==> src/lfra_pkg.sv <==
// Shared types and constants for the lowest-free resource allocator.
package lfra_pkg;

   localparam int CSR_W    = 5;
   localparam int TIME_IN_W = 32;
   localparam int ID_W     = 16;
   localparam int PROC_W   = 4;
   localparam int PICK_W   = 6;

   localparam logic [CSR_W-1:0] ACTIVE_RESET = 5'd16;

   // Grant chain carried from one cell to the next.
   typedef struct packed {
      logic              taken;
      logic [PICK_W-1:0] pick;
   } lfra_link_type;

   // Per-beat control broadcast to every cell.
   typedef struct packed {
      logic fire;
      logic clear;
      logic enable;
   } lfra_cell_ctl_type;

endpackage

==> src/lfra_cell.sv <==
// One processor slot: busy-until register, free test and grant chain stage.
module lfra_cell #(
   parameter int INDEX  = 0,
   parameter int TIME_W = 32
) (
   input  logic                           clock,
   input  logic                           reset,
   input  lfra_pkg::lfra_cell_ctl_type    ctl,
   input  logic [lfra_pkg::CSR_W-1:0]     active,
   input  logic [TIME_W-1:0]              start,
   input  logic [TIME_W-1:0]              duration,
   input  lfra_pkg::lfra_link_type        link_in,
   output lfra_pkg::lfra_link_type        link_out
);
   import lfra_pkg::*;

   logic [TIME_W:0] busy_ff;
   logic [TIME_W:0] busy_in;
   logic [TIME_W:0] busy_eff;
   logic            eligible;
   logic            free;
   logic            take;

   always_comb begin
      busy_eff = ctl.clear ? '0 : busy_ff;
      eligible = 32'(INDEX) < 32'(active);
      free     = eligible && (busy_eff <= {1'b0, start});
      take     = ctl.enable && free && !link_in.taken;

      link_out.taken = link_in.taken | free;
      link_out.pick  = (!link_in.taken && free) ? PICK_W'(INDEX) : link_in.pick;

      busy_in = busy_ff;
      if (ctl.fire) begin
         busy_in = take ? ({1'b0, start} + {1'b0, duration}) : busy_eff;
      end
   end

   always_ff @(posedge clock) begin
      if (reset) begin
         busy_ff <= '0;
      end else begin
         busy_ff <= busy_in;
      end
   end

endmodule

==> src/lowest_free_resource_allocator.sv <==
// Top level of the lowest-free resource allocator: cell row, failure flag, result register.
//
// Usage: tasks arrive on the req_ channel already sorted by start time. Each
// beat carries start time, duration, task id and a first-of-batch mark. One
// rsp_ beat comes back per task with the echoed id, the processor granted and
// an assigned bit (0 when no active processor was free, or when the batch
// already failed; the failure holds until the next first-of-batch beat).
// The csr_ port writes active_procs, the count of processors in play; write
// it only while no task is outstanding. Values above MAX_PROCS act as
// MAX_PROCS, zero makes every task fail.
// Result: registered, in the rsp_ output register in the cycle after accept.
// Throughput: one task per cycle while req_stall is low. Each cell compares in parallel;
// the grant ripples once through the row of MAX_PROCS cells, which sets the cycle time.
// Stall: req_stall rises only while a result sits in the output register and
// rsp_stall holds it; a result taken in the same cycle frees the slot.
// Reset: all busy-until times and the failure flag clear, active_procs goes to
// 16, no result is pending.
module lowest_free_resource_allocator #(
   parameter int MAX_PROCS = 16,
   parameter int TIME_BITS = 32
) (
   input  logic                           clock,
   input  logic                           reset,
   input  logic                           req_valid,
   output logic                           req_stall,
   input  logic [lfra_pkg::TIME_IN_W-1:0] req_start_time,
   input  logic [lfra_pkg::TIME_IN_W-1:0] req_duration,
   input  logic [lfra_pkg::ID_W-1:0]      req_task_id,
   input  logic                           req_first_of_batch,
   output logic                           rsp_valid,
   input  logic                           rsp_stall,
   output logic [lfra_pkg::ID_W-1:0]      rsp_task_id_out,
   output logic [lfra_pkg::PROC_W-1:0]    rsp_processor,
   output logic                           rsp_assigned,
   input  logic                           csr_wr_en,
   input  logic [lfra_pkg::CSR_W-1:0]     csr_wr_data
);
   import lfra_pkg::*;

   logic [CSR_W-1:0]               active_ff;
   logic                           failed_ff;
   logic                           failed_in;
   logic                           failed_eff;
   logic                           rsp_valid_ff;
   logic                           rsp_valid_in;
   logic [ID_W-1:0]                rsp_id_ff;
   logic [PROC_W-1:0]              rsp_proc_ff;
   logic [PROC_W-1:0]              rsp_proc_in;
   logic                           rsp_assigned_ff;
   logic                           rsp_assigned_in;
   logic                           accept;
   logic [TIME_BITS+TIME_IN_W-1:0] start_wide;
   logic [TIME_BITS+TIME_IN_W-1:0] dur_wide;
   logic [TIME_BITS-1:0]           start;
   logic [TIME_BITS-1:0]           duration;
   lfra_cell_ctl_type              ctl;
   lfra_link_type                  link [MAX_PROCS+1];

   // Accept whenever the output slot is empty or drains this cycle.
   assign req_stall = rsp_valid_ff & rsp_stall;
   assign accept    = req_valid & ~req_stall;

   // Keep the low TIME_BITS bits of each time field, zero-extend if wider.
   assign start_wide = {{TIME_BITS{1'b0}}, req_start_time};
   assign dur_wide   = {{TIME_BITS{1'b0}}, req_duration};
   assign start      = start_wide[TIME_BITS-1:0];
   assign duration   = dur_wide[TIME_BITS-1:0];

   // A batch start drops the earlier failure before this task is judged.
   assign failed_eff = req_first_of_batch ? 1'b0 : failed_ff;

   assign ctl.fire   = accept;
   assign ctl.clear  = req_first_of_batch;
   assign ctl.enable = ~failed_eff;

   // Head of the grant chain: nothing taken yet.
   assign link[0].taken = 1'b0;
   assign link[0].pick  = '0;

   for (genvar p = 0; p < MAX_PROCS; p++) begin : g_cell
      lfra_cell #(
         .INDEX  (p),
         .TIME_W (TIME_BITS)
      ) u_cell (
         .clock    (clock),
         .reset    (reset),
         .ctl      (ctl),
         .active   (active_ff),
         .start    (start),
         .duration (duration),
         .link_in  (link[p]),
         .link_out (link[p+1])
      );
   end

   always_comb begin
      rsp_assigned_in = ~failed_eff & link[MAX_PROCS].taken;
      // Processor number is masked to the field width; zero when not granted.
      rsp_proc_in     = rsp_assigned_in ? link[MAX_PROCS].pick[PROC_W-1:0] : '0;
      failed_in       = failed_eff | ~link[MAX_PROCS].taken;
      rsp_valid_in    = rsp_valid_ff;
      if (rsp_valid_ff && !rsp_stall) begin
         rsp_valid_in = 1'b0;
      end
      if (accept) begin
         rsp_valid_in = 1'b1;
      end
   end

   always_ff @(posedge clock) begin
      if (reset) begin
         active_ff    <= ACTIVE_RESET;
         failed_ff    <= 1'b0;
         rsp_valid_ff <= 1'b0;
      end else begin
         if (csr_wr_en) begin
            active_ff <= csr_wr_data;
         end
         if (accept) begin
            failed_ff <= failed_in;
         end
         rsp_valid_ff <= rsp_valid_in;
      end
   end

   // Result payload: load on accept, hold otherwise.
   always_ff @(posedge clock) begin
      if (accept) begin
         rsp_id_ff       <= req_task_id;
         rsp_proc_ff     <= rsp_proc_in;
         rsp_assigned_ff <= rsp_assigned_in;
      end
   end

   assign rsp_valid       = rsp_valid_ff;
   assign rsp_task_id_out = rsp_id_ff;
   assign rsp_processor   = rsp_proc_ff;
   assign rsp_assigned    = rsp_assigned_ff;

endmodule
==> config.mk <==
export PLATFORM = sky130hd
export DESIGN_NAME = lowest_free_resource_allocator
export DESIGN_NICKNAME = d
export VERILOG_FILES = /design/src/lfra_pkg.sv /design/src/lfra_cell.sv /design/src/lowest_free_resource_allocator.sv
export SDC_FILE = /design/constraint.sdc
export NUM_CORES = 2
export LEC_CHECK = 0
export ABC_AREA = 1
export BUFFER_PORTS_ARGS = -buffer_cell sky130_fd_sc_hd__buf_2
export CAP_MARGIN = 40
export CORE_MARGIN = 3
export CORE_UTILIZATION = 40
export DETAILED_ROUTE_END_ITERATION = 16
export PLACE_DENSITY = 0.66
export SLEW_MARGIN = 20
export SYNTH_ARGS = -nofsm -noshare
export SYNTH_HDL_FRONTEND = slang
export SYNTH_SLANG_ARGS = --single-unit
==> constraint.sdc <==
create_clock -name clock -period 5.6 [get_ports clock]
set_input_delay 0.84 -clock clock [delete_from_list [all_inputs] [get_ports clock]]
set_output_delay 0.84 -clock clock [all_outputs]
set_load 0.02 [all_outputs]
==> results by stage <==
Setup path:
- The startpoint type of the worst setup path is a primary input.
- Data arrives at the worst endpoint at 4910 ps.
- Among cell families on the critical path, the largest total delay comes from simple AND/OR/NAND/NOR gates.
- The highest cell delay on the worst timing path is 630 ps.
- The startpoint of the worst register-to-register path is g_cell[13].u_cell.busy_ff[6].
- The worst-path maximum fanout is 10.
- The endpoint class of the critical path is a register.
- The destination of the worst register-to-register timing path is rsp_processor[1].
- The kind of critical path is primary input to register.
- The critical path goes through buf_2 -> inv_1 -> ha_1 -> nand2_1 -> nor2_1 -> nand3b_1 -> nand4_1 -> buf_4 -> nand2_1 -> o211ai_1 -> o21ai_0 -> nand3_1 -> nand2_1 -> nand3_1 -> nand2_1 -> nand2_1 -> nand4_1 -> buf_4 -> a21oi_1 -> nor3_1 -> nor2_1.
- In this design, the critical path's most frequently occurring cell is nand2_1.
- The cell with the largest stage delay on the worst path is inv_1.
- The required time at the worst-slack endpoint is 5950 ps.
- Setup slack on the worst reg-to-reg path comes out at 1310 ps.
- The number of buffers and inverters on the critical path is 4.
- For the worst flop-to-flop path, the logic depth is 21.

Floorplanning:
- The placeable core area is 104000 µm².
- The die covers roughly 110000 µm².
- The floorplan has 118 rows.
- The I/O pin count is 114.
- For this configuration, the core starts out at a cell density of 40.4%.
- The horizontal extent of the die is around 330 µm.
- The vertical die dimension is ~330 µm.

Routing:
- The detail route stage leaves a number of antenna-violating nets equal to 0.
- After detailed routing, the number of remaining DRC violations is 0.
- The total number of vias is 43.5k.
- In this run, the number of DRC markers left after iteration 0 of detailed routing was 4485.
- In the final routed layout, each cell accounts on average for between 20 and 25 µm.
- The detailed-router iteration count before antenna repair is 7.
- In the routed layout, each cell is associated on average with a via count of 5.54.
- The wire length after detailed routing is 157000 µm.

Cells and area:
- The final non-filler cell area is 47700 µm².
- In the final design database the tool counted ~7k nets.
- The share of layout cells above drive strength 1 is between 7 and 8%.
- The multi-input combinational cells in the finished layout cover a total of around 27000 µm².
- The area growth from synthesis to layout is 14.1%.
- The fill cell instance count of the final layout is 10.5k.
- The area taken by flip-flops and latches is 11300 µm².

Placed design:
- The half-perimeter wire length of the detailed placement result is 109000 µm.
- The final RePlAce weighted congestion is around 0.98.
- The cell area after placement is 45400 µm².
- Buffers placed on the I/O ports in this run total 113.

Yosys:
- The number of unique standard cell types used by synthesis is 56.
- During synthesis, Yosys emitted a total of 0 warnings.
- The most used flip-flop cell after synthesis is dfxtp_1.
- The synthesized design devotes to its leading area cell type approximately 26% of total area.
- The number of synthesized register bits is 556.
- The post-synthesis instance area is 41800 µm².
- Of all flip-flops after synthesis, the portion carrying an async set or reset was 0%.
- The biggest area contributor in the post-synthesis netlist is dfxtp_1.
- The number of flops mapped to enable cells by yosys is 21.
- Synthesis produced a netlist whose cell count is 6369.
- After synthesis, the cell types taking the most area are dfxtp_1, ha_1, nand2_1.
- The mean instance size in the synthesized netlist is about 6.6 µm².
- Sequential cells were found to cover 27.1% of the synthesized design area.
- The number of nets handed over by synthesis was 7005.
- nand2_1 is the most common cell in the netlist.
- After synthesis, the most frequently instantiated cells are nand2_1, a21oi_1, inv_1.

Power and ir drop:
- The leakage power summed over all cells is roughly 20 nW.
- Power spread over the standard cell area amounts to about 230 nW/µm².
- The maximum vdd ir drop is 0.000218 V.

Clock tree:
- The H-tree was split into 3 levels.
- The tree built by TritonCTS fans out to 556 sinks.
- TritonCTS built the clock tree.
- TritonCTS created 71 clock buffers.
- Gates resized during post-CTS repair numbered 0.
- The root buffer selected by CTS is clkbuf_16.
- For this design, the CTS-stage hold fixing added 0 buffers.
- The clock tree buffer depth is 3.
- Buffers added to address setup during post-CTS repair amount to 0.
- The clock-pin slew reported for the worst setup and hold paths after clock tree synthesis is 60 ps.
- The clock insertion delay at the later pin of the skew report is 650 ps.

STA:
- The setup total negative slack is 0 ps.
- The number of hold-slack violations in the final timing report came to 0.
- Setup repair after global routing left no endpoint under its margin.
- The clock period could shrink to 4560 ps.
- The final number of max-transition violations is 0.
- The setup-violating endpoint count in the final report is 0.
- The clock skew after layout is 39.3 ps.
- Measured against its own limit, the worst slew margin works out to between 30% and 40%.
- For the pin with the worst max-slew slack, the measured transition is roughly 1000 ps.
- Timing would allow up to approximately 220 MHz.
- The final period utilization is about four fifths.

Hold path:
- The beginning of the worst hold path is req_task_id[12].
- The worst min-delay path class is primary input to register.
- The instance count along the most critical hold path is 1.
- The hold-critical path endpoint is rsp_task_id_out[12].

Status:
- The flow ran to the end, and the final reports show no timing, DRC or antenna violations.

Global route:
- Summed over all layers, the global routing overflow is 0.
- The via count of the first global-routing pass was 39.6k.
- The overall track demand over capacity in global routing is 28.3%.
- The maximum number of pins on one net before global-route repair is 137.
- The global-route wire length before repair is 238000 µm.
- The number of antenna violations at the first check in global routing is 6.

Job:
- Across the run, the number of max-cap violations was 0.
[power breakdown]
part           internal [W]  total, W  switching [W]
logic              0.000612   0.00229        0.00168
registers           0.00404   0.00407      0.0000298
clock network       0.00269   0.00463        0.00193
total               0.00735    0.0110        0.00364
[cells by family (layout without fill, tap and decap cells)]
logic type	count (synthesis)	in the layout	share of synthesized area (%)
simple gates	2547	2547	24.8
compound gates	1594	1594	21.0
buf+inv	1096	1192	10.1
flops	556	556	27.1
fa+ha+maj	545	545	16.3
xor+xnor	31	31	0.649
other cells	0	2	0
[metal layers]
metal	global-route usage, %	wire, µm
met2	43.5	66900
met4	13.1	8280
met3	5.71	15400
met5	0	37
met1	38.0	66600
[flip-flops by register name, indices dropped and copies added (netlist names)]
register	cells
active_ff	5
failed_ff	1
g_cell.u_cell.busy_ff	528
rsp_assigned	1
rsp_processor	4
rsp_task_id_out	16
rsp_valid	1
[placed cells by master (no fill, tap or decap), types with 73 or more instances in the layout]
| cell | n |
|---|---|
| a21oi_1 | 962 |
| buf_2 | 111 |
| buf_4 | 172 |
| dfxtp_1 | 535 |
| ha_1 | 544 |
| inv_1 | 715 |
| nand2_1 | 1559 |
| nand3_1 | 157 |
| nand4_1 | 80 |
| nor2_1 | 606 |
| o211ai_1 | 241 |
| o21ai_0 | 241 |
| o21ai_1 | 73 |
[final cells by class]
cell class / count / share of cell area, %
diodes: 2 / 0.0105
clock buffers: 100 / 4.23
clock inverters: 23 / 0.506
inverters: 724 / 5.71
multi-input cells: 4717 / 55.6
flip-flops and latches: 556 / 23.8
well taps: 1380 / 3.62
repair buffers: 345 / 6.57
[how the worst max path moves through the flow]
stage	start	end	slack, ps	cells after the start
after CTS	req_first_of_batch	g_cell[8].u_cell.busy_ff[17]	1250	26
final	req_start_time[8]	rsp_processor[1]	1040	21
after detailed placement	req_first_of_batch	g_cell[7].u_cell.busy_ff[32]	620	26
after global placement	req_start_time[8]	g_cell[8].u_cell.busy_ff[32]	620	24
after global routing	req_first_of_batch	g_cell[7].u_cell.busy_ff[32]	820	26
after floorplan	req_first_of_batch	g_cell[14].u_cell.busy_ff[7]	1120	30
[per-stage QoR]
stage | hold slack (ps) | utilization [%] | total power [W] | std cells | setup WS, ps
after global placement | 451 | 43.4 | 0.00623 | 7703 | 624
after floorplan | 445 | - | 0.00528 | 6369 | 1120
after CTS | 344 | 46.0 | 0.0110 | 7843 | 1250
final | 370 | 46.1 | 0.0110 | 7847 | 1040
after detailed placement | 455 | 43.8 | 0.00638 | 7720 | 616
after global routing | 357 | 46.1 | 0.0113 | 7845 | 818
(Power assumes the default switching activity.)
